**src/hw/rtl/mandelbrot_escape_time_top_assert.svh**
```systemverilog
// assertion helpers for the mandelbrot escape time block
`ifndef MANDELBROT_ESCAPE_TIME_TOP_ASSERT_SVH
`define MANDELBROT_ESCAPE_TIME_TOP_ASSERT_SVH

// same-cycle implication, sampled on i_clk, off while in reset
`define MET_ASSERT_IMP(label, cond, prop) \
    label: assert property (@(posedge i_clk) disable iff (!i_rst_n) (cond) |-> (prop)) \
        else $error("%m: check failed");

// next-cycle implication, sampled on i_clk, off while in reset
`define MET_ASSERT_NXT(label, cond, prop) \
    label: assert property (@(posedge i_clk) disable iff (!i_rst_n) (cond) |=> (prop)) \
        else $error("%m: check failed");

`endif

```
**src/hw/rtl/met_pkg.sv**
```systemverilog
// ----------------------------------------------------------------------------
// met_pkg
// Shared types, constants and helpers of the Mandelbrot escape time block.
// ----------------------------------------------------------------------------
package met_pkg;

    localparam int MAX_SIDE   = 4096;
    localparam int FRAC_BITS  = 28;

    localparam int COORD_W    = 12;
    localparam int SIDE_W     = 13;
    localparam int COUNT_W    = 16;
    localparam int FIX_W      = 32;
    localparam int DIFF_W     = FIX_W + 1;
    localparam int STEP_W     = DIFF_W + 1;
    localparam int SUM_W      = 48;
    localparam int PROD_W     = 2 * FIX_W;
    localparam int DIV_STEPS  = DIFF_W;
    localparam int CNT_W      = $clog2(DIV_STEPS + 1);
    localparam int FIFO_DEPTH = 2;

    localparam int CFG_IDX_W  = 3;
    localparam int CFG_DATA_W = 32;

    localparam logic [CFG_IDX_W-1:0] CFG_IMAGE_WIDTH     = 3'd0;
    localparam logic [CFG_IDX_W-1:0] CFG_IMAGE_HEIGHT    = 3'd1;
    localparam logic [CFG_IDX_W-1:0] CFG_ITERATION_LIMIT = 3'd2;
    localparam logic [CFG_IDX_W-1:0] CFG_X_MIN           = 3'd3;
    localparam logic [CFG_IDX_W-1:0] CFG_X_MAX           = 3'd4;
    localparam logic [CFG_IDX_W-1:0] CFG_Y_MIN           = 3'd5;
    localparam logic [CFG_IDX_W-1:0] CFG_Y_MAX           = 3'd6;

    localparam logic [SIDE_W-1:0]        RST_IMAGE_WIDTH     = 13'd640;
    localparam logic [SIDE_W-1:0]        RST_IMAGE_HEIGHT    = 13'd480;
    localparam logic [COUNT_W-1:0]       RST_ITERATION_LIMIT = 16'd256;
    localparam logic signed [FIX_W-1:0]  RST_X_MIN           = -32'sd536870912;
    localparam logic signed [FIX_W-1:0]  RST_X_MAX           = 32'sd268435456;
    localparam logic signed [FIX_W-1:0]  RST_Y_MIN           = -32'sd268435456;
    localparam logic signed [FIX_W-1:0]  RST_Y_MAX           = 32'sd268435456;

    typedef struct packed {
        logic signed [FIX_W-1:0] c_re;
        logic signed [FIX_W-1:0] c_im;
        logic [COORD_W-1:0]      column;
        logic [COORD_W-1:0]      row;
    } t_point;

    // clamp a wide signed value to the 32-bit signed range
    function automatic logic signed [FIX_W-1:0] sat32(input logic signed [SUM_W-1:0] v);
        logic hi_same;
        hi_same = (v[SUM_W-1:FIX_W-1] == '0) || (v[SUM_W-1:FIX_W-1] == '1);
        if (hi_same) begin
            return v[FIX_W-1:0];
        end else if (v[SUM_W-1]) begin
            return {1'b1, {(FIX_W-1){1'b0}}};
        end else begin
            return {1'b0, {(FIX_W-1){1'b1}}};
        end
    endfunction

endpackage

```
**src/hw/rtl/met_front.sv**
```systemverilog
// ----------------------------------------------------------------------------
// met_front
// Accepts pixel transactions, scales column and row by the steps and forms
// the saturated point c, then hands it to the queue.
// ----------------------------------------------------------------------------
module met_front import met_pkg::*; (
    input  logic                     i_clk,
    input  logic                     i_rst_n,
    input  logic                     i_valid,
    input  logic [COORD_W-1:0]       i_column,
    input  logic [COORD_W-1:0]       i_row,
    input  logic                     i_step_busy,
    input  logic signed [STEP_W-1:0] i_step_x,
    input  logic signed [STEP_W-1:0] i_step_y,
    input  logic signed [FIX_W-1:0]  i_x_min,
    input  logic signed [FIX_W-1:0]  i_y_min,
    input  logic                     i_fifo_full,
    output logic                     o_stall,
    output logic                     o_push,
    output t_point                   o_point
);

    localparam int MUL_W = COORD_W + 1 + STEP_W;

    logic                    r_valid;
    logic [COORD_W-1:0]      r_column;
    logic [COORD_W-1:0]      r_row;
    logic signed [MUL_W-1:0] r_px;
    logic signed [MUL_W-1:0] r_py;

    logic                    accept;
    logic signed [SUM_W-1:0] sum_x;
    logic signed [SUM_W-1:0] sum_y;

    assign o_push  = r_valid && !i_fifo_full;
    assign o_stall = i_step_busy || (r_valid && !o_push);
    assign accept  = i_valid && !o_stall;

    always_ff @(posedge i_clk) begin
        if (!i_rst_n) begin
            r_valid <= 1'b0;
        end else if (accept) begin
            r_valid <= 1'b1;
        end else if (o_push) begin
            r_valid <= 1'b0;
        end
    end

    always_ff @(posedge i_clk) begin
        if (accept) begin
            r_column <= i_column;
            r_row    <= i_row;
            r_px     <= $signed({1'b0, i_column}) * i_step_x;
            r_py     <= $signed({1'b0, i_row}) * i_step_y;
        end
    end

    always_comb begin
        sum_x = SUM_W'(i_x_min) + SUM_W'(r_px);
        sum_y = SUM_W'(i_y_min) + SUM_W'(r_py);
        o_point.c_re   = sat32(sum_x);
        o_point.c_im   = sat32(sum_y);
        o_point.column = r_column;
        o_point.row    = r_row;
    end

endmodule

```
**config.mk**
```make
export PLATFORM = sky130hd
export DESIGN_NAME = met_front
export DESIGN_NICKNAME = d
export VERILOG_FILES = /design/src/hw/rtl/mandelbrot_escape_time_top_assert.svh /design/src/hw/rtl/met_pkg.sv /design/src/hw/rtl/met_front.sv
export SDC_FILE = /design/constraint.sdc
export NUM_CORES = 2
export LEC_CHECK = 0
export ABC_AREA = 1
export BUFFER_PORTS_ARGS = -buffer_cell sky130_fd_sc_hd__clkbuf_2
export CORE_MARGIN = 4
export CORE_UTILIZATION = 45
export CTS_BUF_LIST = sky130_fd_sc_hd__clkbuf_4 sky130_fd_sc_hd__clkbuf_8
export DETAILED_ROUTE_END_ITERATION = 7
export GPL_TIMING_DRIVEN = 0
export PLACE_DENSITY = 0.71
export SLEW_MARGIN = 10
export SYNTH_ARGS = -nofsm -noshare
export SYNTH_HDL_FRONTEND = slang
export SYNTH_SLANG_ARGS = --single-unit
export TNS_END_PERCENT = 20
```
**constraint.sdc**
```tcl
create_clock -name i_clk -period 9.1 [get_ports i_clk]
set_clock_uncertainty 0.05 [all_clocks]
set_input_delay 0.91 -clock i_clk [delete_from_list [all_inputs] [get_ports i_clk]]
set_output_delay 0.91 -clock i_clk [all_outputs]
set_load 0.02 [all_outputs]
```
# Word-level counts from Yosys, hierarchy flattened

Index checks and enable logic that the tools add are counted.

Bits of input ports: 161
Flip-flop bits (word level): 119
Logic and storage cells: 29

Reductions and logical operators: 12
Add/sub/neg operators: 2
Multipliers: 2
Multiplexer cells: 6
Eq/ne operators: 2

Operator list:

| operator                              | count |
|---|---|
| 2-to-1 mux 32 bit                     | 4 |
| adder 32 x 47 -> 48 bit               | 2 |
| multiplier 13 x 34 -> 47 bit          | 2 |
| == test 17 bit, second input constant | 2 |
| logical NOT 17 bit                    | 2 |
| logical AND 1 bit                     | 3 |
| logical NOT 1 bit                     | 3 |
| logical OR 1 bit                      | 3 |
| 2-to-1 mux 1 bit                      | 2 |
| nonzero test 2 bit                    | 1 |

# Depth between registers and ports, before layout

Word-level depth: 8
Depth in mapped cells: 31

# Worst setup path before layout

OpenSTA, ideal clock, no wires.

Path type: input to register
Start point: input port i_fifo_full
End point: register r_column[0], enable pin
Arrival time: 6.077 ns
Stages on the path: 3
Path slack: 2.376 ns
Buffers on the path: 0
Cells stage by stage: nand2_1 > nand2_1 > nor2_1

Cells in the longest elaborated chain, start to end: 7

Ends and longest elaborated chain:

| item                   | line            | source |
|---|---|---|
| start: declaration     | met_front.sv:17 | `input logic i_fifo_full,` |
| logical NOT 1 bit      | met_front.sv:35 | `assign o_push = r_valid && !i_fifo_full;` |
| logical AND 1 bit      | met_front.sv:35 |  |
| logical NOT 1 bit      | met_front.sv:36 | `assign o_stall = i_step_busy \|\| (r_valid && !o_push);` |
| logical AND 1 bit      | met_front.sv:36 |  |
| logical OR 1 bit       | met_front.sv:36 |  |
| via o_stall            | met_front.sv:18 | `output logic o_stall,` |
| logical NOT 1 bit      | met_front.sv:37 | `assign accept = i_valid && !o_stall;` |
| logical AND 1 bit      | met_front.sv:37 |  |
| via accept             | met_front.sv:31 | `logic accept;` |
| end signal: assignment | met_front.sv:51 | `r_column <= i_column;` |
| end: declaration       | met_front.sv:26 | `logic [COORD_W-1:0] r_column;` |

The timed path passes the listed nets, and every way through them passes these cells.
A chain may end at the register's enable or synchronous reset.

# Worst setup path in the final report

Start point: input port i_column[4]
End point: register r_px[44], data pin

Cells in the longest elaborated chain, start to end: 1

Ends and longest elaborated chain:

| item                         | line            | source |
|---|---|---|
| start: declaration           | met_front.sv:10 | `input logic [COORD_W-1:0] i_column,` |
| multiplier 13 x 34 -> 47 bit | met_front.sv:53 | `r_px <= $signed({1'b0, i_column}) * i_step_x;` |
| end signal: assignment       | met_front.sv:53 |  |
| end: declaration             | met_front.sv:28 | `logic signed [MUL_W-1:0] r_px;` |

No other way between the ends.

==> results.yml <==
status:
  status: "complete, no violations"
routing:
  drc: 0
  vias: 36221
  routed_wl_um: 121000
  wl_per_cell_um: 16.2
  drt_iter0_drc: 2753
  route.antenna.remaining_nets: 0
  first_pass_iters: 6
  viasPerCell: 4.86
placed_design:
  routabilityCongestion: 0.955
  dpl_cell_area_um2: 44500
  dp_cells: 7424
  port-buffer-count: 250
  dp_hpwl_um: 105000
grt:
  grt_antenna_before_repair: 7
  grt_max_degree: 33
  grt_pass1_wl_um: 195000
  gr-total-overflow: 0
  track_usage: 0.251
  first_global_vias: 36881
final_layout:
  drive_gt1_frac: 0.0600
  finish.instance_area_um2: 45000
  mostFrequentLayoutCell: "nand2_1"
  mostFrequentLayoutCells: "nand2_1 (1843), inv_1 (1788), fa_1 (718)"
  area_growth_syn_to_layout_pct: 8.03
  fin_cells: 7460
  nets: 7379
clocking:
  hold_buffers: 0
  cts_resized: 0
  clock_latency_ns: 0.49
  cts_max_path_buffers: 2
  cts_num_sinks: 119
  postCtsSetupBuffers: 0
  cts_tree: "yes"
  clkTransAtPathRegs_ns: 0.08
  htree_levels: 4
  ctsRootBufferMaster: "clkbuf_8"
  cts_buffers: 17
floorplanning:
  dieArea_um2: 97500
  die_w_um: 312
  die_h_um: 312
  boundaryPins: 251
  num_rows: 111
  core_um2: 91800
  initial_utilization: 0.454
setup_path:
  timing_worst_setup_path_type: "primary input to register"
  crit_arrival_ns: 7.37
  cp-start-kind: "primary input"
  endpoint_kind: "register"
  crit_path_max_fanout: 10
  crit_required_ns: 9.28
sta:
  hold_violations: 0
  slew_viol_final: 0
  slew_headroom: 0.258
  min_period_over_period: 0.790
  holdWs_ns: 0.533
  fmax_mhz: 139
  tns_ns: 0
  period_needed_ns: 7.19
  finalSetupViolCount: 0
  rsz0062_at_grt: "no"
  tightest_slew_ns: 1.11
synthesis:
  yosys_warnings: 0
  yosysTopAreaCell: "fa_1"
  postSynthAreaPerCell_um2: 7.03
  ys_ff_latch: 119
  synth_top_area_frac: 0.345
  synthTopCellsByArea: "fa_1 (34%), nand2_1 (17%), inv_1 (16%)"
  syn_area_um2: 41700
  syn_nets: 7107
  synth_cell_type_count: 40
  synth-seq-area-share: 0.0855
  syn_inst: 5928
min_path:
  hold_class: "register to register"
flow_run:
  cap_violations: 0
[synth_stat cells]
cell and instances:
a21oi_1 169, buf_6 12, nand2_1 1843, a221oi_1 2, nor2_2 29, a31oi_1 31
inv_2 10, a211oi_1 1, xor2_4 2, and2_1 4, nor2_1 274, dfxtp_1 1
xnor2_1 47, and2_2 2, nand3_1 86, nand2_2 18, nor3_1 16, xor2_1 105
nand2_4 1, nand4_1 29, o21a_1 10, ha_1 300, nand3b_1 21, inv_1 1788
o21ai_0 67, a21boi_0 4, o2111ai_1 1, nor3_2 1, o211ai_1 3, nor2_4 1
fa_1 718, nor4_1 5, and3_1 3, clkbuf_1 164, a21o_1 10, a21boi_1 2
o221ai_1 2, o21bai_1 17, nand3_2 11, edfxtp_1 118
[critical path, cell delays in order]
cell and delay [ns]:
clkbuf_2 0.09, clkbuf_1 0.60, clkbuf_1 0.69, nand2_1 0.17, fa_1 0.52, fa_1 0.55, inv_1 0.05, fa_1 0.54
fa_1 0.51, inv_1 0.05, fa_1 0.60, inv_1 0.07, ha_1 0.36, a21oi_1 0.17, inv_1 0.06, a21oi_1 0.16
a21boi_0 0.23, o21ai_0 0.12, a21oi_1 0.29, o21ai_0 0.23, nand3_1 0.12, nand2_1 0.09, xor2_1 0.16
[worst paths after layout]
kind                                  start  endpoint  slack, ns  cells past startpoint
worst max-delay path            i_column[4]  r_px[44]       1.91                     23
worst min-delay path                r_valid   r_valid       0.53                      4
worst max register to register      r_valid  r_row[0]       7.05                      5
worst min register to register      r_valid   r_valid       0.53                      4
[through the flow]
stage,util,setup slack [ns]
6_report,0.490,1.91
5_1_grt,0.490,1.42
4_1_cts,0.490,1.88
3_5_place_dp,0.485,1.33
2_1_floorplan,-,2.38
3_3_place_gp,0.484,0.387
[sequential cells by signal, indices dropped and copies added (netlist names)]
register and count:
r_valid 1, r_column 12, r_row 12, r_px 47
r_py 47
[final cells by class]
cell class                      count  area (µm²)
Inverter                         1798        6750
Clock buffer                       18         241
Antenna cell                        4        10.0
Tap cell                         1243        1560
Sequential cell                   119        3560
Timing Repair Buffer              253        1310
Fill cell                        9158       46800
Clock inverter                     14         223
Buffer                            176         751
Multi-Input combinational cell   3835       30600
[kinds of logic after synthesis]
kind of cell	after synthesis	share of synthesized area
DFF	119	0.0855
adders and majority gates	1018	0.435
buffers and inverters	1974	0.180
AOI/OAI and AO/OA	319	0.0425
xor gates and xnor gates	154	0.0333
and+or+nand+nor	2344	0.224
[metal layers]
layer | vias to the layer above | share of wire | global-route usage
met1 | 17174 | 0.44 | 0.347
met4 | 6 | 0.033 | 0.0825
li1 | 17467 | - | -
met2 | 1369 | 0.44 | 0.398
met5 | - | 0.00038 | 0
met3 | 205 | 0.085 | 0.0474
Power is not shown: default switching activity piles up to over one toggle a cycle in this logic, so the estimate is an artifact.
