$ cat src/hw/rtl/mandelbrot_escape_time_top_assert.svh
// assertion helpers for the mandelbrot escape time block
`ifndef MANDELBROT_ESCAPE_TIME_TOP_ASSERT_SVH
`define MANDELBROT_ESCAPE_TIME_TOP_ASSERT_SVH

// same-cycle implication, sampled on i_clk, off while in reset
`define MET_ASSERT_IMP(label, cond, prop) \
    label: assert property (@(posedge i_clk) disable iff (!i_rst_n) (cond) |-> (prop)) \
        else $error("%m: check failed");

// next-cycle implication, sampled on i_clk, off while in reset
`define MET_ASSERT_NXT(label, cond, prop) \
    label: assert property (@(posedge i_clk) disable iff (!i_rst_n) (cond) |=> (prop)) \
        else $error("%m: check failed");

`endif

$ cat src/hw/rtl/met_pkg.sv
// ----------------------------------------------------------------------------
// met_pkg
// Shared types, constants and helpers of the Mandelbrot escape time block.
// ----------------------------------------------------------------------------
package met_pkg;

    localparam int MAX_SIDE   = 4096;
    localparam int FRAC_BITS  = 28;

    localparam int COORD_W    = 12;
    localparam int SIDE_W     = 13;
    localparam int COUNT_W    = 16;
    localparam int FIX_W      = 32;
    localparam int DIFF_W     = FIX_W + 1;
    localparam int STEP_W     = DIFF_W + 1;
    localparam int SUM_W      = 48;
    localparam int PROD_W     = 2 * FIX_W;
    localparam int DIV_STEPS  = DIFF_W;
    localparam int CNT_W      = $clog2(DIV_STEPS + 1);
    localparam int FIFO_DEPTH = 2;

    localparam int CFG_IDX_W  = 3;
    localparam int CFG_DATA_W = 32;

    localparam logic [CFG_IDX_W-1:0] CFG_IMAGE_WIDTH     = 3'd0;
    localparam logic [CFG_IDX_W-1:0] CFG_IMAGE_HEIGHT    = 3'd1;
    localparam logic [CFG_IDX_W-1:0] CFG_ITERATION_LIMIT = 3'd2;
    localparam logic [CFG_IDX_W-1:0] CFG_X_MIN           = 3'd3;
    localparam logic [CFG_IDX_W-1:0] CFG_X_MAX           = 3'd4;
    localparam logic [CFG_IDX_W-1:0] CFG_Y_MIN           = 3'd5;
    localparam logic [CFG_IDX_W-1:0] CFG_Y_MAX           = 3'd6;

    localparam logic [SIDE_W-1:0]        RST_IMAGE_WIDTH     = 13'd640;
    localparam logic [SIDE_W-1:0]        RST_IMAGE_HEIGHT    = 13'd480;
    localparam logic [COUNT_W-1:0]       RST_ITERATION_LIMIT = 16'd256;
    localparam logic signed [FIX_W-1:0]  RST_X_MIN           = -32'sd536870912;
    localparam logic signed [FIX_W-1:0]  RST_X_MAX           = 32'sd268435456;
    localparam logic signed [FIX_W-1:0]  RST_Y_MIN           = -32'sd268435456;
    localparam logic signed [FIX_W-1:0]  RST_Y_MAX           = 32'sd268435456;

    typedef struct packed {
        logic signed [FIX_W-1:0] c_re;
        logic signed [FIX_W-1:0] c_im;
        logic [COORD_W-1:0]      column;
        logic [COORD_W-1:0]      row;
    } t_point;

    // clamp a wide signed value to the 32-bit signed range
    function automatic logic signed [FIX_W-1:0] sat32(input logic signed [SUM_W-1:0] v);
        logic hi_same;
        hi_same = (v[SUM_W-1:FIX_W-1] == '0) || (v[SUM_W-1:FIX_W-1] == '1);
        if (hi_same) begin
            return v[FIX_W-1:0];
        end else if (v[SUM_W-1]) begin
            return {1'b1, {(FIX_W-1){1'b0}}};
        end else begin
            return {1'b0, {(FIX_W-1){1'b1}}};
        end
    endfunction

endpackage

$ cat src/hw/rtl/met_fifo.sv
// ----------------------------------------------------------------------------
// met_fifo
// Short point queue between the front end and the iteration engine.
// ----------------------------------------------------------------------------
module met_fifo import met_pkg::*; (
    input  logic   i_clk,
    input  logic   i_rst_n,
    input  logic   i_push,
    input  t_point i_point,
    input  logic   i_pop,
    output logic   o_full,
    output logic   o_valid,
    output t_point o_point
);

    localparam int PTR_W = $clog2(FIFO_DEPTH);
    localparam int LVL_W = $clog2(FIFO_DEPTH + 1);

    t_point           r_mem [FIFO_DEPTH];
    logic [PTR_W-1:0] r_wr;
    logic [PTR_W-1:0] r_rd;
    logic [LVL_W-1:0] r_level;

    logic do_push;
    logic do_pop;

    assign o_full  = (r_level == LVL_W'(FIFO_DEPTH));
    assign o_valid = (r_level != '0);
    assign do_push = i_push && !o_full;
    assign do_pop  = i_pop && o_valid;
    assign o_point = r_mem[r_rd];

    always_ff @(posedge i_clk) begin
        if (!i_rst_n) begin
            r_wr    <= '0;
            r_rd    <= '0;
            r_level <= '0;
        end else begin
            if (do_push) begin
                r_wr <= (r_wr == PTR_W'(FIFO_DEPTH - 1)) ? '0 : r_wr + PTR_W'(1);
            end
            if (do_pop) begin
                r_rd <= (r_rd == PTR_W'(FIFO_DEPTH - 1)) ? '0 : r_rd + PTR_W'(1);
            end
            if (do_push && !do_pop) begin
                r_level <= r_level + LVL_W'(1);
            end else if (do_pop && !do_push) begin
                r_level <= r_level - LVL_W'(1);
            end
        end
    end

    always_ff @(posedge i_clk) begin
        if (do_push) begin
            r_mem[r_wr] <= i_point;
        end
    end

endmodule

$ cat config.mk
export PLATFORM = sky130hd
export DESIGN_NAME = met_fifo
export DESIGN_NICKNAME = d
export VERILOG_FILES = /design/src/hw/rtl/mandelbrot_escape_time_top_assert.svh /design/src/hw/rtl/met_pkg.sv /design/src/hw/rtl/met_fifo.sv
export SDC_FILE = /design/constraint.sdc
export NUM_CORES = 1
export LEC_CHECK = 0
export CAP_MARGIN = 20
export CORE_MARGIN = 2
export CORE_UTILIZATION = 41
export CTS_BUF_LIST = sky130_fd_sc_hd__clkbuf_4
export DETAILED_ROUTE_END_ITERATION = 12
export DONT_BUFFER_PORTS = 1
export HOLD_SLACK_MARGIN = 0.12
export REMOVE_ABC_BUFFERS = 1
export SYNTH_ARGS = -nofsm -noshare
export SYNTH_HDL_FRONTEND = slang
export SYNTH_SLANG_ARGS = --single-unit
$ cat constraint.sdc
create_clock -name i_clk -period 4.21 [get_ports i_clk]
set_input_delay 0.421 -clock i_clk [delete_from_list [all_inputs] [get_ports i_clk]]
set_output_delay 0.421 -clock i_clk [all_outputs]
set_load 0.02 [all_outputs]
== After elaboration in Yosys (flattened, before gate mapping) ==
Memories as Yosys holds them, arrays and structs flattened. A register that Yosys moved wholly into a read port is not among the register bits.
Cells that the tools add are included.
Storage, ports and cells
  bits in registers: 4
  RAM bits: 176
  input port bits: 92
  output and inout bits: 90
  word-level logic and storage cells: 26
  memories kept: 1
Cells by class
  add/subtract/negate cells: 4
  equal/unequal tests: 1
  muxes and demuxes: 8
  reduce and logical (&&, ||, !) cells: 9
Memory list
  r_mem: words 2, width 88, read ports 1, clocked after memory_dff 1, wr ports 1, line met_fifo.sv:19  | t_point r_mem [FIFO_DEPTH];
Operators with widths (count)
  two-way mux 1 bit: 6
  logical AND 1 bit: 4
  two-way mux 2 bit: 2
  nonzero test 2 bit: 2
  zero test 1 bit: 3
  adder 1 bit, second input constant: 2
  adder 2 x 1 -> 2 bit, second input constant: 1
  equality test 2 bit, second input constant: 1
  subtractor 2 x 1 -> 2 bit, second input constant: 1

== Logic depth before layout (Yosys ltp) ==
Gate-level depths: netlist (run 1).
  word-level depth: 7
  gate-level depth with buffers: 7
  depth with buffers taken out: 7

== Least setup slack after synthesis (run 1) ==
Ideal clock, no wire load.
  kind: register to register
  start: register r_level[0]
  end: memory r_mem[0][0] (netlist bit), enable pin
  library setup time: 0.520 ns
  data arrival time: 4.014 ns
  data required time: 3.690 ns
  path slack: -0.324 ns
  stages on the path, launching flop included: 4
  clock period less this slack: 4.534 ns
  path through: dfxtp_1 > nand2b_1 > inv_2 > nor3_2
Between the ends
  word-level cells in the longest chain between the ends: 5
Ends and longest elaborated chain
  start: declaration: line met_fifo.sv:22  | logic [LVL_W-1:0] r_level;
  start signal: assignment: line met_fifo.sv:46  | r_level <= r_level + LVL_W'(1);
  start signal: assignment: line met_fifo.sv:48  | r_level <= r_level - LVL_W'(1);
  equality test 2 bit: line met_fifo.sv:27  | assign o_full = (r_level == LVL_W'(FIFO_DEPTH));
  named net o_full: line met_fifo.sv:11  | output logic o_full,
  zero test 1 bit: line met_fifo.sv:29  | assign do_push = i_push && !o_full;
  logical AND 1 bit: line met_fifo.sv:29
  two-way mux 1 bit: line met_fifo.sv:54  | if (do_push) begin
  two-way mux 1 bit (implied by the code): line met_fifo.sv:55  | r_mem[r_wr] <= i_point;
  end: declaration: line met_fifo.sv:19
The timed path passes the listed nets, and every way through them passes these cells.

==> results.yml, run 1 <==
clock_network:
  cts_buffer_depth: 2
  cts_num_sinks: 181
  clock_tree_from_tritoncts: "done"
  post-cts-setup-buffers: 0
  insertion_delay_ns: 0.53
  cts_inserted_buffers: 17
  ctsRootBufferMaster: "sky130_fd_sc_hd__clkbuf_4"
  cts.clk_slew.worst_paths_ns: 0.13
  cts_htree_levels: 4
  cts_resized: 0
  hold_buf_count_cts: 90
hold_path:
  timing.hold.worst_path_depth: 3
  min_path_type: "primary input to register"
  hold_start: "i_pop"
detailed_routing:
  routed_via_density: 4.83
  remaining_drc_errors: 0
  vias: 3060
  totalWireLength_mm: 11.3
  drtAntennaViolNets: 0
  drt_first_iter_violations: 137
  detail_route.wl_per_cell_um: 17.9
  detail_route.first_pass.iterations: 4
grt:
  grt_first_pass_wirelength_mm: 17.6
  grt_util_all_layers_pct: 13.4
  grt_max_degree: 61
  grt_overflow: 0
  grt_antenna_before_repair: 0
  first_global_vias: 3260
critical_path:
  worst_setup_path_start_kind: "register"
  timing.critical_path.fanout_max: 40
  cp-end-kind: "primary output"
  rrSetupSlack_ns: 2.18
  crit_required_ns: 3.79
  critical_path_class: "register to primary output"
  r2r_cells: 6
  regToRegEndpoint: "r_wr"
  worst-endpoint-arrival_ns: 2.20
  r2r-start: "r_level[0]"
final_layout:
  drive_above_1_share_pct: 30.5
  num_antenna_cells: 0
  fin_cells: 633
  design_area_um2: 8070
  mostFrequentLayoutCell: "sky130_fd_sc_hd__edfxtp_1"
  area.growth.synth_to_final_pct: 21.1
  final_nets: 497
  layout_common_cells: "sky130_fd_sc_hd__edfxtp_1, sky130_fd_sc_hd__dlygate4sd3_1, sky130_fd_sc_hd__mux2_2"
sta:
  post-route-period-util_pct: 62.2
  fmax_ghz: 0.382
  fin_crit_ns: 2.62
  slew_headroom_pct: 45.9
  worst-slew-pin-transition_ns: 0.812
  report.final.hold_viol_count: 0
  clk_skew_ns: 0.0101
  rsz0062_at_grt: "no"
  tns_ns: 0
  report.final.setup_viol: 0
  report.final.slew_viol_count: 0
synthesis:
  syn_area_um2: 6660
  dominantRegCellSynth: "sky130_fd_sc_hd__edfxtp_1"
  synth_cell_types: 23
  synthArstFlopShare_pct: 0
  synth_cells: 299
  average_size_of_a_mapped_cell_um2: 22.3
  synth-edff-count: 176
  yosys_warnings: 0
  ys_seq_area_share_pct: 80.8
  synth_seq_cells: 181
power:
  p_leak_uw: 0.00269
  power.density_nw_per_um2: 551
  vdd.ir_drop.worst_uv: 241
outcome:
  status: "completed"
floorplan:
  vert_die_dim_um: 131
  rows: 46
  num_io_pins: 182
  die-width_um: 131
  placeableCoreArea_um2: 15900
  floorplan.initialDensity_pct: 41.9
  die_area_um2: 17300
placement:
  detailed_place.area_um2: 6920
  place_inst: 511
  placement.io_buffers: 0
  place_congestion: 0.716
job:
  max_cap_violations: 0
==> worst max-delay path by stage <==
stage                        to  slack (ns)  cells past startpoint        from
CTS                 o_point[23]        1.48                      2    register
detailed placement  o_point[22]        2.13                      2    register
global placement    o_point[38]        2.15                      2    register
global route        o_point[38]        1.41                      2    register
finish              o_point[41]        1.59                      2    register
floorplan           r_mem[0][0]       -0.32                      3  r_level[0]
==> worst max-delay path, stage by stage, from the launching register on <==
cell                      delay [ns]
sky130_fd_sc_hd__dfxtp_4        0.73
sky130_fd_sc_hd__buf_4          0.45
sky130_fd_sc_hd__mux2_2         0.45
==> sequential cells by signal (all words and copies together) (netlist names), named ones only <==
signal   cells
r_level      2
r_mem      176
r_wr         1
r_rd         1
==> stage by stage <==
step / setup WS, ns / hold WS [ns] / total power, uW / util (%)
2_1_floorplan: -0.324 / 0.479 / 3420 / -
3_3_place_gp: 2.15 / 0.492 / 3550 / 43.5
3_5_place_dp: 2.13 / 0.520 / 3570 / 43.5
4_1_cts: 1.48 / 0.177 / 4510 / 50.8
5_1_grt: 1.41 / 0.205 / 4650 / 50.8
6_report: 1.59 / 0.253 / 4440 / 50.8
==> logic make-up after synthesis <==
| family | count (synthesis) | share of synthesized area, % |
|---|---|---|
| XOR/XNOR | 3 | 0.394 |
| AO/OA/AOI/OAI | 5 | 0.488 |
| adder cells (fa/ha/maj) | 1 | 0.188 |
| buffers and inverters | 12 | 1.24 |
| multiplexers | 88 | 16.0 |
| AND/OR/NAND/NOR | 9 | 0.864 |
| flip-flops | 181 | 80.8 |
==> routing by layer <==
layer	wire length, um	vias up	GRT usage, %
met2	5530	129	21.3
li1	-	1390	-
met1	4620	1526	15.6
met3	966	15	6.25
met5	0	-	0
met4	209	0	5.86
==> power by group <==
group	switching [uW]	leakage (uW)	total [uW]	internal [uW]
sequential	115	0.00169	2380	2260
combinational	751	0.000863	1210	459
clock	534	0.000138	854	320
==> synthesized netlist by cell type, drive strengths merged (2+ instances only) <==
master,count,area [um2]
o21ai,2,10.0
dfxtp,5,100
inv,2,7.50
a21boi,2,15.0
xnor2,2,17.5
mux2,88,1070
edfxtp,176,5290
buf,10,75.1
and2,3,18.8
==> final cells by class <==
cell class | instances | area [um2]
clock buffer | 22 | 165
sequential | 181 | 5390
fill | 1318 | 7820
tap | 216 | 270
timing repair buffer | 96 | 946
multi-input combinational | 106 | 1210
clock inverter | 10 | 83.8
inverter | 2 | 7.51
(Power assumes the default switching activity.)
==> run 2, diff against run 1 <==
clock period = 2.5 ns   (was 4.21 ns; I/O delays follow)
==> run 2 against run 1 <==
  * Global-route usage up 0.36 points
  * Utilization up 0.49 points
  * Sequential power up 66%
  * Setup slack worse by 1.3 ns
  * Cell count up 0.16%
  * Die area unchanged
  * First-iteration DRC count down 14%
  * Worst hold slack worse by 0.047 ns
  * Largest cell class unchanged
  * Highest routed layer unchanged
==> results.yml, run 2 (synthesis gave the netlist of run 1 again) <==
clock_network:
  clock_tree_from_tritoncts: "done"
  post-cts-setup-buffers: 0
  cts.clk_slew.worst_paths_ns: 0.13
  cts_num_sinks: 181
  hold_buf_count_cts: 92
  ctsRootBufferMaster: "sky130_fd_sc_hd__clkbuf_4"
  cts_inserted_buffers: 17
  insertion_delay_ns: 0.53
  cts_resized: 0
  cts_htree_levels: 4
  cts_buffer_depth: 2
sta:
  worst-slew-pin-transition_ns: 0.516
  slew_headroom_pct: 65.6
  post-route-period-util_pct: 89.2
  fmax_ghz: 0.449
  fin_crit_ns: 2.23
  clk_skew_ns: 0.0119
  report.final.setup_viol: 0
  setup_slack_ns: 0.270
  rsz0062_at_grt: "no"
  report.final.slew_viol_count: 0
  report.final.hold_viol_count: 0
grt:
  grt_overflow: 0
  grt_util_all_layers_pct: 13.8
  grt_first_pass_wirelength_mm: 18.1
  grt_antenna_before_repair: 0
  grt_max_degree: 52
  first_global_vias: 3320
power:
  power.density_nw_per_um2: 933
  p_leak_uw: 0.00271
  fin_total_pwr_uw: 7600
  vdd.ir_drop.worst_uv: 407
detailed_routing:
  detail_route.first_pass.iterations: 4
  routed_via_density: 4.83
  remaining_drc_errors: 0
  detail_route.wl_per_cell_um: 18.1
  drtAntennaViolNets: 0
  vias: 3060
  drt_first_iter_violations: 118
  totalWireLength_mm: 11.5
critical_path:
  worst_setup_path_start_kind: "register"
  critical_path_class: "register to primary output"
  crit_required_ns: 2.25
  cp-end-kind: "primary output"
  timing.critical_path.fanout_max: 22
  r2r-start: "r_level[0]"
  worst-endpoint-arrival_ns: 1.98
final_layout:
  area.growth.synth_to_final_pct: 22.3
  top_regs: "r_mem: 176 flops, r_level: 2 flops"
  final_nets: 499
  register_with_the_most_flip_flops: "r_mem"
  layout_common_cells: "sky130_fd_sc_hd__edfxtp_1, sky130_fd_sc_hd__dlygate4sd3_1, sky130_fd_sc_hd__mux2_2"
  num_antenna_cells: 0
  largest_register_ffs: 176
  drive_above_1_share_pct: 30.1
  mostFrequentLayoutCell: "sky130_fd_sc_hd__edfxtp_1"
  fillers: 1340
floorplan:
  die-width_um: 131
  die_area_um2: 17300
  rows: 46
  vert_die_dim_um: 131
  floorplan.initialDensity_pct: 41.9
  placeableCoreArea_um2: 15900
  num_io_pins: 182
hold_path:
  min_path_type: "primary input to register"
  hold_start: "i_push"
placement:
  place_congestion: 0.676
  placement.io_buffers: 0
  pre_cts_ws_ns: 0.731
  place_hpwl_mm: 7.17
job:
  max_cap_violations: 0
outcome:
  status: "completed"
-- run 2: metrics by stage --
step                      hold WS [ns]  std cells  setup TNS [ns]  utilization [%]  area (um2)
after floorplan                  0.349        289         -299.89                -        6590
after global placement           0.349        511               0             43.9        6970
after detailed placement         0.349        511               0             43.9        6970
after CTS                        0.146        634               0             51.3        8150
after global routing             0.149        634               0             51.3        8150
final                            0.205        634               0             51.3        8150
-- run 2: layout make-up --
type | instances | area (um2) | share of cell area [%]
Sequential cell | 181 | 5390 | 66.2
Multi-Input combinational cell | 106 | 1210 | 14.8
Timing Repair Buffer | 98 | 1020 | 12.5
Tap cell | 216 | 270 | 3.32
Clock buffer | 19 | 143 | 1.75
Clock inverter | 12 | 114 | 1.40
Inverter | 2 | 7.51 | 0.0922
-- run 2: report_power, final --
group	switching (uW)	total (uW)	leakage [uW]	internal [uW]
Sequential	159	3960	0.00169	3800
Clock	889	1480	0.000138	593
Combinational	1340	2150	0.000885	816
-- run 2: worst paths after layout --
kind	cells after the start	slack [ns]	endpoint
worst max-delay path	2	0.27	o_point[19]
worst min-delay path	1	0.21	r_mem[1][70]
worst max register to register	4	0.73	r_mem[0][34]
worst min register to register	2	0.53	r_level[1]
-- run 2: critical path, cell delays in order, from the launching register on --
cell and delay (ns):
sky130_fd_sc_hd__dfxtp_4 0.61, sky130_fd_sc_hd__buf_4 0.37, sky130_fd_sc_hd__mux2_2 0.45
-- run 2: per-layer routing --
layer	global-route usage, %	wire length [um]	up-vias
met2	22.9	5650	123
met5	0	0	-
met1	15.6	4690	1524
met4	5.62	188	0
met3	5.86	972	14
li1	-	-	1399
