## src/hw/rtl/mandelbrot_escape_time_top_assert.svh

```systemverilog
// assertion helpers for the mandelbrot escape time block
`ifndef MANDELBROT_ESCAPE_TIME_TOP_ASSERT_SVH
`define MANDELBROT_ESCAPE_TIME_TOP_ASSERT_SVH

// same-cycle implication, sampled on i_clk, off while in reset
`define MET_ASSERT_IMP(label, cond, prop) \
    label: assert property (@(posedge i_clk) disable iff (!i_rst_n) (cond) |-> (prop)) \
        else $error("%m: check failed");

// next-cycle implication, sampled on i_clk, off while in reset
`define MET_ASSERT_NXT(label, cond, prop) \
    label: assert property (@(posedge i_clk) disable iff (!i_rst_n) (cond) |=> (prop)) \
        else $error("%m: check failed");

`endif

```

## src/hw/rtl/met_pkg.sv

```systemverilog
// ----------------------------------------------------------------------------
// met_pkg
// Shared types, constants and helpers of the Mandelbrot escape time block.
// ----------------------------------------------------------------------------
package met_pkg;

    localparam int MAX_SIDE   = 4096;
    localparam int FRAC_BITS  = 28;

    localparam int COORD_W    = 12;
    localparam int SIDE_W     = 13;
    localparam int COUNT_W    = 16;
    localparam int FIX_W      = 32;
    localparam int DIFF_W     = FIX_W + 1;
    localparam int STEP_W     = DIFF_W + 1;
    localparam int SUM_W      = 48;
    localparam int PROD_W     = 2 * FIX_W;
    localparam int DIV_STEPS  = DIFF_W;
    localparam int CNT_W      = $clog2(DIV_STEPS + 1);
    localparam int FIFO_DEPTH = 2;

    localparam int CFG_IDX_W  = 3;
    localparam int CFG_DATA_W = 32;

    localparam logic [CFG_IDX_W-1:0] CFG_IMAGE_WIDTH     = 3'd0;
    localparam logic [CFG_IDX_W-1:0] CFG_IMAGE_HEIGHT    = 3'd1;
    localparam logic [CFG_IDX_W-1:0] CFG_ITERATION_LIMIT = 3'd2;
    localparam logic [CFG_IDX_W-1:0] CFG_X_MIN           = 3'd3;
    localparam logic [CFG_IDX_W-1:0] CFG_X_MAX           = 3'd4;
    localparam logic [CFG_IDX_W-1:0] CFG_Y_MIN           = 3'd5;
    localparam logic [CFG_IDX_W-1:0] CFG_Y_MAX           = 3'd6;

    localparam logic [SIDE_W-1:0]        RST_IMAGE_WIDTH     = 13'd640;
    localparam logic [SIDE_W-1:0]        RST_IMAGE_HEIGHT    = 13'd480;
    localparam logic [COUNT_W-1:0]       RST_ITERATION_LIMIT = 16'd256;
    localparam logic signed [FIX_W-1:0]  RST_X_MIN           = -32'sd536870912;
    localparam logic signed [FIX_W-1:0]  RST_X_MAX           = 32'sd268435456;
    localparam logic signed [FIX_W-1:0]  RST_Y_MIN           = -32'sd268435456;
    localparam logic signed [FIX_W-1:0]  RST_Y_MAX           = 32'sd268435456;

    typedef struct packed {
        logic signed [FIX_W-1:0] c_re;
        logic signed [FIX_W-1:0] c_im;
        logic [COORD_W-1:0]      column;
        logic [COORD_W-1:0]      row;
    } t_point;

    // clamp a wide signed value to the 32-bit signed range
    function automatic logic signed [FIX_W-1:0] sat32(input logic signed [SUM_W-1:0] v);
        logic hi_same;
        hi_same = (v[SUM_W-1:FIX_W-1] == '0) || (v[SUM_W-1:FIX_W-1] == '1);
        if (hi_same) begin
            return v[FIX_W-1:0];
        end else if (v[SUM_W-1]) begin
            return {1'b1, {(FIX_W-1){1'b0}}};
        end else begin
            return {1'b0, {(FIX_W-1){1'b1}}};
        end
    endfunction

endpackage

```

## src/hw/rtl/met_step_div.sv

```systemverilog
// ----------------------------------------------------------------------------
// met_step_div
// Works out the x and y pixel steps, (hi - lo) / side truncated toward zero,
// with a restoring divider that retires one quotient bit per cycle per axis.
// ----------------------------------------------------------------------------
module met_step_div import met_pkg::*; (
    input  logic                     i_clk,
    input  logic                     i_rst_n,
    input  logic                     i_recalc,
    input  logic [SIDE_W-1:0]        i_image_width,
    input  logic [SIDE_W-1:0]        i_image_height,
    input  logic signed [FIX_W-1:0]  i_x_min,
    input  logic signed [FIX_W-1:0]  i_x_max,
    input  logic signed [FIX_W-1:0]  i_y_min,
    input  logic signed [FIX_W-1:0]  i_y_max,
    output logic                     o_busy,
    output logic signed [STEP_W-1:0] o_step_x,
    output logic signed [STEP_W-1:0] o_step_y
);

    logic                     r_pending;
    logic                     r_run;
    logic [CNT_W-1:0]         r_cnt;
    logic [DIFF_W-1:0]        r_quo [2];
    logic [SIDE_W:0]          r_rem [2];
    logic [SIDE_W-1:0]        r_div [2];
    logic                     r_neg [2];
    logic signed [STEP_W-1:0] r_step [2];

    logic signed [FIX_W-1:0]  lo [2];
    logic signed [FIX_W-1:0]  hi [2];
    logic [SIDE_W-1:0]        side [2];
    logic signed [DIFF_W-1:0] diff [2];
    logic [DIFF_W-1:0]        mag [2];
    logic [SIDE_W-1:0]        div_clamp [2];
    logic [SIDE_W:0]          rem_sh [2];
    logic                     ge [2];
    logic [SIDE_W:0]          n_rem [2];
    logic [DIFF_W-1:0]        n_quo [2];
    logic                     last;

    assign last = r_run && (r_cnt == CNT_W'(DIV_STEPS - 1));

    always_comb begin
        lo[0]   = i_x_min;
        hi[0]   = i_x_max;
        side[0] = i_image_width;
        lo[1]   = i_y_min;
        hi[1]   = i_y_max;
        side[1] = i_image_height;
        for (int l = 0; l < 2; l++) begin
            diff[l] = {hi[l][FIX_W-1], hi[l]} - {lo[l][FIX_W-1], lo[l]};
            mag[l]  = diff[l][DIFF_W-1] ? DIFF_W'(-diff[l]) : DIFF_W'(diff[l]);
            if (side[l] == '0) begin
                div_clamp[l] = SIDE_W'(1);
            end else if (side[l] > SIDE_W'(MAX_SIDE)) begin
                div_clamp[l] = SIDE_W'(MAX_SIDE);
            end else begin
                div_clamp[l] = side[l];
            end
            rem_sh[l] = {r_rem[l][SIDE_W-1:0], r_quo[l][DIFF_W-1]};
            ge[l]     = rem_sh[l] >= {1'b0, r_div[l]};
            n_rem[l]  = ge[l] ? (rem_sh[l] - {1'b0, r_div[l]}) : rem_sh[l];
            n_quo[l]  = {r_quo[l][DIFF_W-2:0], ge[l]};
        end
    end

    always_ff @(posedge i_clk) begin
        if (!i_rst_n) begin
            r_pending <= 1'b1;
            r_run     <= 1'b0;
            r_cnt     <= '0;
        end else begin
            if (r_pending) begin
                r_pending <= i_recalc;
                r_run     <= 1'b1;
                r_cnt     <= '0;
            end else begin
                r_pending <= i_recalc;
                if (last) begin
                    r_run <= 1'b0;
                end
                if (r_run) begin
                    r_cnt <= r_cnt + CNT_W'(1);
                end
            end
        end
    end

    always_ff @(posedge i_clk) begin
        for (int l = 0; l < 2; l++) begin
            if (r_pending) begin
                r_quo[l] <= mag[l];
                r_rem[l] <= '0;
                r_div[l] <= div_clamp[l];
                r_neg[l] <= diff[l][DIFF_W-1];
            end else if (r_run) begin
                r_quo[l] <= n_quo[l];
                r_rem[l] <= n_rem[l];
            end
            if (last) begin
                r_step[l] <= r_neg[l] ? -$signed({1'b0, n_quo[l]}) : $signed({1'b0, n_quo[l]});
            end
        end
    end

    assign o_busy   = r_pending || r_run;
    assign o_step_x = r_step[0];
    assign o_step_y = r_step[1];

endmodule

```

## config.mk

```make
export PLATFORM = sky130hd
export DESIGN_NAME = met_step_div
export DESIGN_NICKNAME = d
export VERILOG_FILES = /design/src/hw/rtl/mandelbrot_escape_time_top_assert.svh /design/src/hw/rtl/met_pkg.sv /design/src/hw/rtl/met_step_div.sv
export SDC_FILE = /design/constraint.sdc
export NUM_CORES = 1
export LEC_CHECK = 0
export BUFFER_PORTS_ARGS = -buffer_cell sky130_fd_sc_hd__buf_2
export CORE_ASPECT_RATIO = 0.6
export CORE_MARGIN = 2
export CORE_UTILIZATION = 51
export DETAILED_ROUTE_END_ITERATION = 8
export PLACE_DENSITY = 0.72
export SETUP_SLACK_MARGIN = 0.15
export SYNTH_ARGS = -nofsm -noshare
export SYNTH_HDL_FRONTEND = slang
export SYNTH_SLANG_ARGS = --single-unit
```

## constraint.sdc

```tcl
create_clock -name i_clk -period 5 [get_ports i_clk]
set_input_delay 0.25 -clock i_clk [delete_from_list [all_inputs] [get_ports i_clk]]
set_output_delay 0.25 -clock i_clk [all_outputs]
set_load 0.05 [all_outputs]
```

# ---- Word-level counts from Yosys, hierarchy flattened
# Memory sizes are Yosys's and may differ from the RTL's.
# Index checks and enable logic that the tools add are counted.
dict set report op_classes {
  addsub 9
  order_cmp 4
  eq_ne 1
  muxes 23
  n_bitwise 5
  n_reduce_logical 6
}
# cell count
set op_table {}
lappend op_table {{2-to-1 mux 33 bit} 4}
lappend op_table {{2-to-1 mux 34 bit} 2}
lappend op_table {{negator 33 -> 34 bit} 2}
lappend op_table {{negator 33 bit} 2}
lappend op_table {{subtractor 32 x 32 -> 33 bit} 2}
lappend op_table {{2-to-1 mux 14 bit} 4}
lappend op_table {{2-to-1 mux 13 bit} 4}
lappend op_table {{greater-or-equal comparator 14 x 13 -> 1 bit} 2}
lappend op_table {{subtractor 14 x 13 -> 14 bit} 2}
lappend op_table {{> comparator 13 bit, second input constant} 2}
lappend op_table {{zero test 13 bit} 2}
lappend op_table {{2-to-1 mux 1 bit} 9}
lappend op_table {{adder 6 x 1 -> 6 bit, second input constant} 1}
lappend op_table {{== test 6 bit, second input constant} 1}
lappend op_table {{bitwise OR 1 bit} 4}
lappend op_table {{nonzero test 2 bit} 1}
lappend op_table {{OR reduction 2 bit} 1}
lappend op_table {{logical AND 1 bit} 1}
lappend op_table {{logical OR 1 bit} 1}
lappend op_table {{NOT 1 bit} 1}
dict set report totals {
  reg_bits 8
  ramBits 190
  out_inout_bits 69
  elab_cells 56
  n_memories 5
}
# name depth width read_ports rd_ports_with_merged_regs wr line
set mem_list {}
lappend mem_list {r_step 2 34 2 0 2 met_step_div.sv:28} ;# logic signed [STEP_W-1:0] r_step [2];
lappend mem_list {r_quo 2 33 2 0 2 met_step_div.sv:24} ;# logic [DIFF_W-1:0] r_quo [2];
lappend mem_list {r_rem 2 14 2 0 2 met_step_div.sv:25} ;# logic [SIDE_W:0] r_rem [2];
lappend mem_list {r_div 2 13 2 0 2 met_step_div.sv:26} ;# logic [SIDE_W-1:0] r_div [2];
lappend mem_list {r_neg 2 1 2 0 2 met_step_div.sv:27} ;# logic r_neg [2];

# ---- Depth between registers and ports, before layout
dict set report logic_depth {
  word_depth 4
  mapped_depth 22
  depth_no_buf 21
}

# ---- Least setup slack after synthesis
# Ideal clock, no wire load.
dict set report synth_timing {
  kind {reg-to-reg}
  start {memory r_rem[0][1] (netlist bit)}
  end {memory r_step[0][28] (netlist bit) (data pin)}
  setup_time_ns 0.266
  arrival_ns 4.391
  t_required_ns 4.734
  slack_ns 0.343
  path_stages_with_launch 21
  n_path_buf 1
  cell_sequence {edfxtp_1 -> ha_1 -> nor2b_1 -> o21ai_0 -> a21boi_0 -> o21ai_0 -> a21oi_1 -> o21ai_0 -> nand3_1 -> and2_1 -> inv_1 -> clkbuf_1 -> ha_1 -> nand2b_1 -> or2_2 -> or3_1 -> or3_1 -> or2_2 -> nand2b_1 -> o41ai_1 -> xnor2_1}
}
# item line
set synth_rtl {}
lappend synth_rtl {{start: declaration} met_step_div.sv:25}
lappend synth_rtl {{end: declaration} met_step_div.sv:28}

==> results by stage <==
Critical path:
- The required arrival time at the worst endpoint is between 5 and 6 ns.
- The endpoint arrival time on the critical path is slightly below 5 ns.
- In this run the worst setup path begins at r_rem[0][1].
- For this run, the slowest stage of the critical path takes roughly 0.42 ns.
- The startpoint type of the worst setup path is a flop.
- The largest individual stage delay along the critical path comes from the cell sky130_fd_sc_hd__edfxtp_1.
- The critical setup path kind is reg2reg.
- Broken down by cell family, the worst path's largest delay share belongs to simple AND/OR/NAND/NOR gates.
- Traced cell by cell, the critical path runs through ha_1 -> nor2b_1 -> o21ai_1 -> a21boi_0 -> o21ai_1 -> a21oi_1 -> o21ai_2 -> nand3_1 -> and2_1 -> inv_1 -> ha_1 -> nand2b_1 -> or2_2 -> or3_4 -> or3_1 -> or2_2 -> nand2b_2 -> o41ai_4 -> xnor2_1.
- The critical-path maximum fanout is 4.
- Counting both buffers and inverters, the worst setup path holds a total of 1.
- The worst setup path is captured at a flop.
- The worst register-to-register path begins at r_rem[0][1].

Yosys:
- The combined area of all synthesized cells is 0.01594 sq mm.
- The average footprint of a synthesized cell is 8.863 sq um.
- The predominant post-synthesis flop cell is sky130_fd_sc_hd__edfxtp_1.
- The number of library cell types mapped by synthesis is 93.
- By area the synthesized netlist is led by sky130_fd_sc_hd__edfxtp_1 35%, sky130_fd_sc_hd__ha_1 7.5%, sky130_fd_sc_hd__xnor2_1 6.0%, sky130_fd_sc_hd__a21oi_1 4.8%, sky130_fd_sc_hd__nand2_1 3.9%.
- The top cell type's share of synthesized area is between 30% and 40%.
- The yosys synthesis warning count is 0.
- The async set-reset flop share out of synthesis is 0%.
- sky130_fd_sc_hd__edfxtp_1 takes more of the synthesized area than any other cell.
- The most common cell in the netlist is sky130_fd_sc_hd__edfxtp_1.
- The count of flip-flops with a built-in enable after synthesis is between 150 and 200.
- The net count after synthesis is 2055.
- The post-synthesis instance total is roughly 1800.
- The fraction of the yosys area taken by sequential cells is 36.43%.
- The synthesized design contains between 150 and 200 register bits.
- By count the netlist is led by 188 x sky130_fd_sc_hd__edfxtp_1, 166 x sky130_fd_sc_hd__nand2_1, 152 x sky130_fd_sc_hd__a21oi_1, 135 x sky130_fd_sc_hd__nor2_1, 131 x sky130_fd_sc_hd__inv_1.

Timing:
- Setup violations remaining at the end of the flow were counted as 0.
- Across all hold checks on the routed design, the worst slack comes to around 0.058 ns.
- Setup repair after global routing left no endpoint under its margin.
- The final critical path takes up 92.64% of the cycle.
- The final worst clock skew is between 0.009 and 0.01 ns.
- The hold violation count in the final report was 0.
- Derived from the worst setup path, the maximum achievable clock frequency is 215.9 MHz.
- The total count of max-transition violations in the final report came to 0.
- The measured slew at the worst slew-check pin is 1.155 ns.
- The final critical-path required period is 4.632 ns.
- The worst-case headroom to the max-slew limit is 21.99%.
- Summed over all failing endpoints, the final setup total negative slack is 0 ns.

Cells and area:
- The final layout contains 2239 nets.
- The post-route netlist has 16.35% of its cells at a drive strength greater than 1.
- Compared with the post-synthesis result, the final layout area differs by 13.21%.
- Cells fill 58.25% of the core in the end.

Clocking:
- The clock latency of the later-clocked register in the worst-skew pair is around 0.44 ns.
- CTS saw approximately 200 sinks.
- The CTS tree is done.
- The H-tree depth is 4.
- The largest buffer count on any clock path is 2.
- The tree is rooted in a sky130_fd_sc_hd__clkbuf_16.
- After clock tree synthesis, the clock-pin slew on the worst setup and hold paths is 0.07 ns.
- Buffers inserted during clock tree synthesis total 17.

Global route:
- The number of antenna violations at the first check in global routing is 2.
- In the global route stage, met3 resource usage came out at 4.268%.
- The global routing stage identified its most utilized layer as met1.
- Global routing used 43.66% of the available met1 tracks.
- Entering global routing, the biggest net connects 80 pins.
- The total routing usage reported by global routing is between 20% and 30%.
- The via count of the first global-routing pass is 12850.
- The global-route wire length before repair is a little under 70000 um.
- Global routing finished with a remaining overflow of 0.
- The routing usage on met2 is 34.57%.

Routing:
- The final layout contains routed wiring with a total length of 43610 um.
- The average wire per standard cell is 18.09 um.
- The via count is 14330.
- Using the TritonRoute via totals, the vias-per-cell ratio works out to 5.943.
- For this run, the detailed router's first-pass iteration total came to 5.
- The DRC violation count after routing is 0.
- The count of nets left with antenna violations once routing finished came out at 0.
- The count of routing violations after the opening detailed-route iteration is approximately 1800.

Placement:
- At the end of routability-driven placement, the weighted congestion stood at around 0.95.
- Once detailed placement completed, the half-perimeter wirelength came to 33740 um.
- Port buffering added 225 buffers.

Run status:
- The flow ran to the end, and the final reports show no timing, DRC or antenna violations.

Floorplan:
- The width of the die is 232.2 um.
- The starting density of the core is 51.46%.
- During I/O placement, the number of pins put on the boundary was about 230.
- The row count is 50.
- The die area is about 0.033 sq mm.
- The core region is 0.03097 sq mm.
- In this run the vertical extent of the chip is 140.9 um.

Power and ir drop:
- The power density normalized to cell area is 314.5 mW/mm^2.
- The static leakage is 0.007147 uW.
- VDD sags by at most between 0.0002 and 0.00025 V.

Flow run:
- Max-cap violations in this run came to 0.

Worst hold path:
- The type of the worst min-delay path is in2reg.
- The startpoint of the lowest-slack hold path is i_rst_n.
==> power breakdown <==
group / leakage (uW) / internal, uW / switching, uW
clock: 0.000272 / 743 / 625
sequential: 0.00197 / 2130 / 284
combinational: 0.00491 / 786 / 1110
==> logic make-up after synthesis <==
kind of cell               share of synthesized area (%)
muxes                                             0.4711
AOI/OAI and AO/OA                                  21.28
and+or+nand+nor                                    19.56
DFF                                                36.43
xor gates and xnor gates                           9.124
adders and majority gates                          8.040
buffers and inverters                              5.096
==> per-layer routing <==
layer  vias to the layer above  wire length [um]
met1                      6631             22510
li1                       6987                 -
met5                         -                13
met4                         2               603
met2                       667             16800
met3                        41              3682
==> area by class of cell <==
class	count	area, sq um
Multi-Input combinational cell	1393	9378
Tap cell	416	520.5
Fill cell	2729	12930
Sequential cell	196	5806
Timing Repair Buffer	242	1259
Inverter	132	495.5
Clock inverter	13	150.1
Antenna cell	1	2.502
Clock buffer	18	429.2
==> flip-flops by register name, indices dropped and copies added (netlist names) <==
register and flops:
r_rem 26, r_cnt 6, r_neg 2, r_quo 66
r_run 1, r_div 26, r_step 68, r_pending 1
==> worst paths after layout <==
kind / to / slack [ns] / cells after the start
hold reg to reg: r_cnt[5] / 0.51 / 2
hold / removal: r_run / 0.06 / 2
setup / recovery: r_step[0][28] / 0.37 / 19
setup reg to reg: r_step[0][28] / 0.37 / 19
==> placed cells by master (no fill, tap or decap), types with 8 or more instances in the layout <==
master and count:
sky130_fd_sc_hd__o21ai_0 109, sky130_fd_sc_hd__buf_2 225, sky130_fd_sc_hd__nand3_1 31, sky130_fd_sc_hd__nor2b_1 38, sky130_fd_sc_hd__nor4_1 23, sky130_fd_sc_hd__clkbuf_16 17, sky130_fd_sc_hd__buf_4 15, sky130_fd_sc_hd__and4_1 9
sky130_fd_sc_hd__xor2_1 56, sky130_fd_sc_hd__ha_1 95, sky130_fd_sc_hd__nand2_1 166, sky130_fd_sc_hd__or4_1 16, sky130_fd_sc_hd__a21oi_1 152, sky130_fd_sc_hd__o2111ai_1 8, sky130_fd_sc_hd__xnor2_1 110, sky130_fd_sc_hd__edfxtp_1 188
sky130_fd_sc_hd__or3_1 37, sky130_fd_sc_hd__nand4_1 23, sky130_fd_sc_hd__nor3_1 42, sky130_fd_sc_hd__a21boi_0 10, sky130_fd_sc_hd__o21ai_1 10, sky130_fd_sc_hd__a21o_1 27, sky130_fd_sc_hd__o21a_1 16, sky130_fd_sc_hd__inv_1 131
sky130_fd_sc_hd__o41ai_1 23, sky130_fd_sc_hd__a211oi_1 28, sky130_fd_sc_hd__o211ai_1 12, sky130_fd_sc_hd__nand2b_1 18, sky130_fd_sc_hd__and2_1 12, sky130_fd_sc_hd__dfxtp_1 8, sky130_fd_sc_hd__or2_2 12, sky130_fd_sc_hd__nor2_1 133
sky130_fd_sc_hd__o31ai_1 26, sky130_fd_sc_hd__a31oi_1 12, sky130_fd_sc_hd__and3_1 12
==> stage by stage <==
step	setup WS (ns)	area [sq um]	std cells	power [uW]
2_1_floorplan	0.3429	15940	1798	3717
3_3_place_gp	0.2969	17390	2375	4204
3_5_place_dp	0.1931	17390	2375	4267
4_1_cts	0.1623	17990	2408	5636
5_1_grt	0.1400	18040	2411	5981
6_report	0.3679	18040	2411	5673
==> what timing repair did <==
item                                    in CTS  in global routing
hold buffers                                 2                  0
buffers inserted                             0                  2
endpoints found under the setup margin       0                  7
hold endpoints to repair                     1                  0
resized for setup                            0                 10
Note: power is estimated with default switching activity, not from simulation.
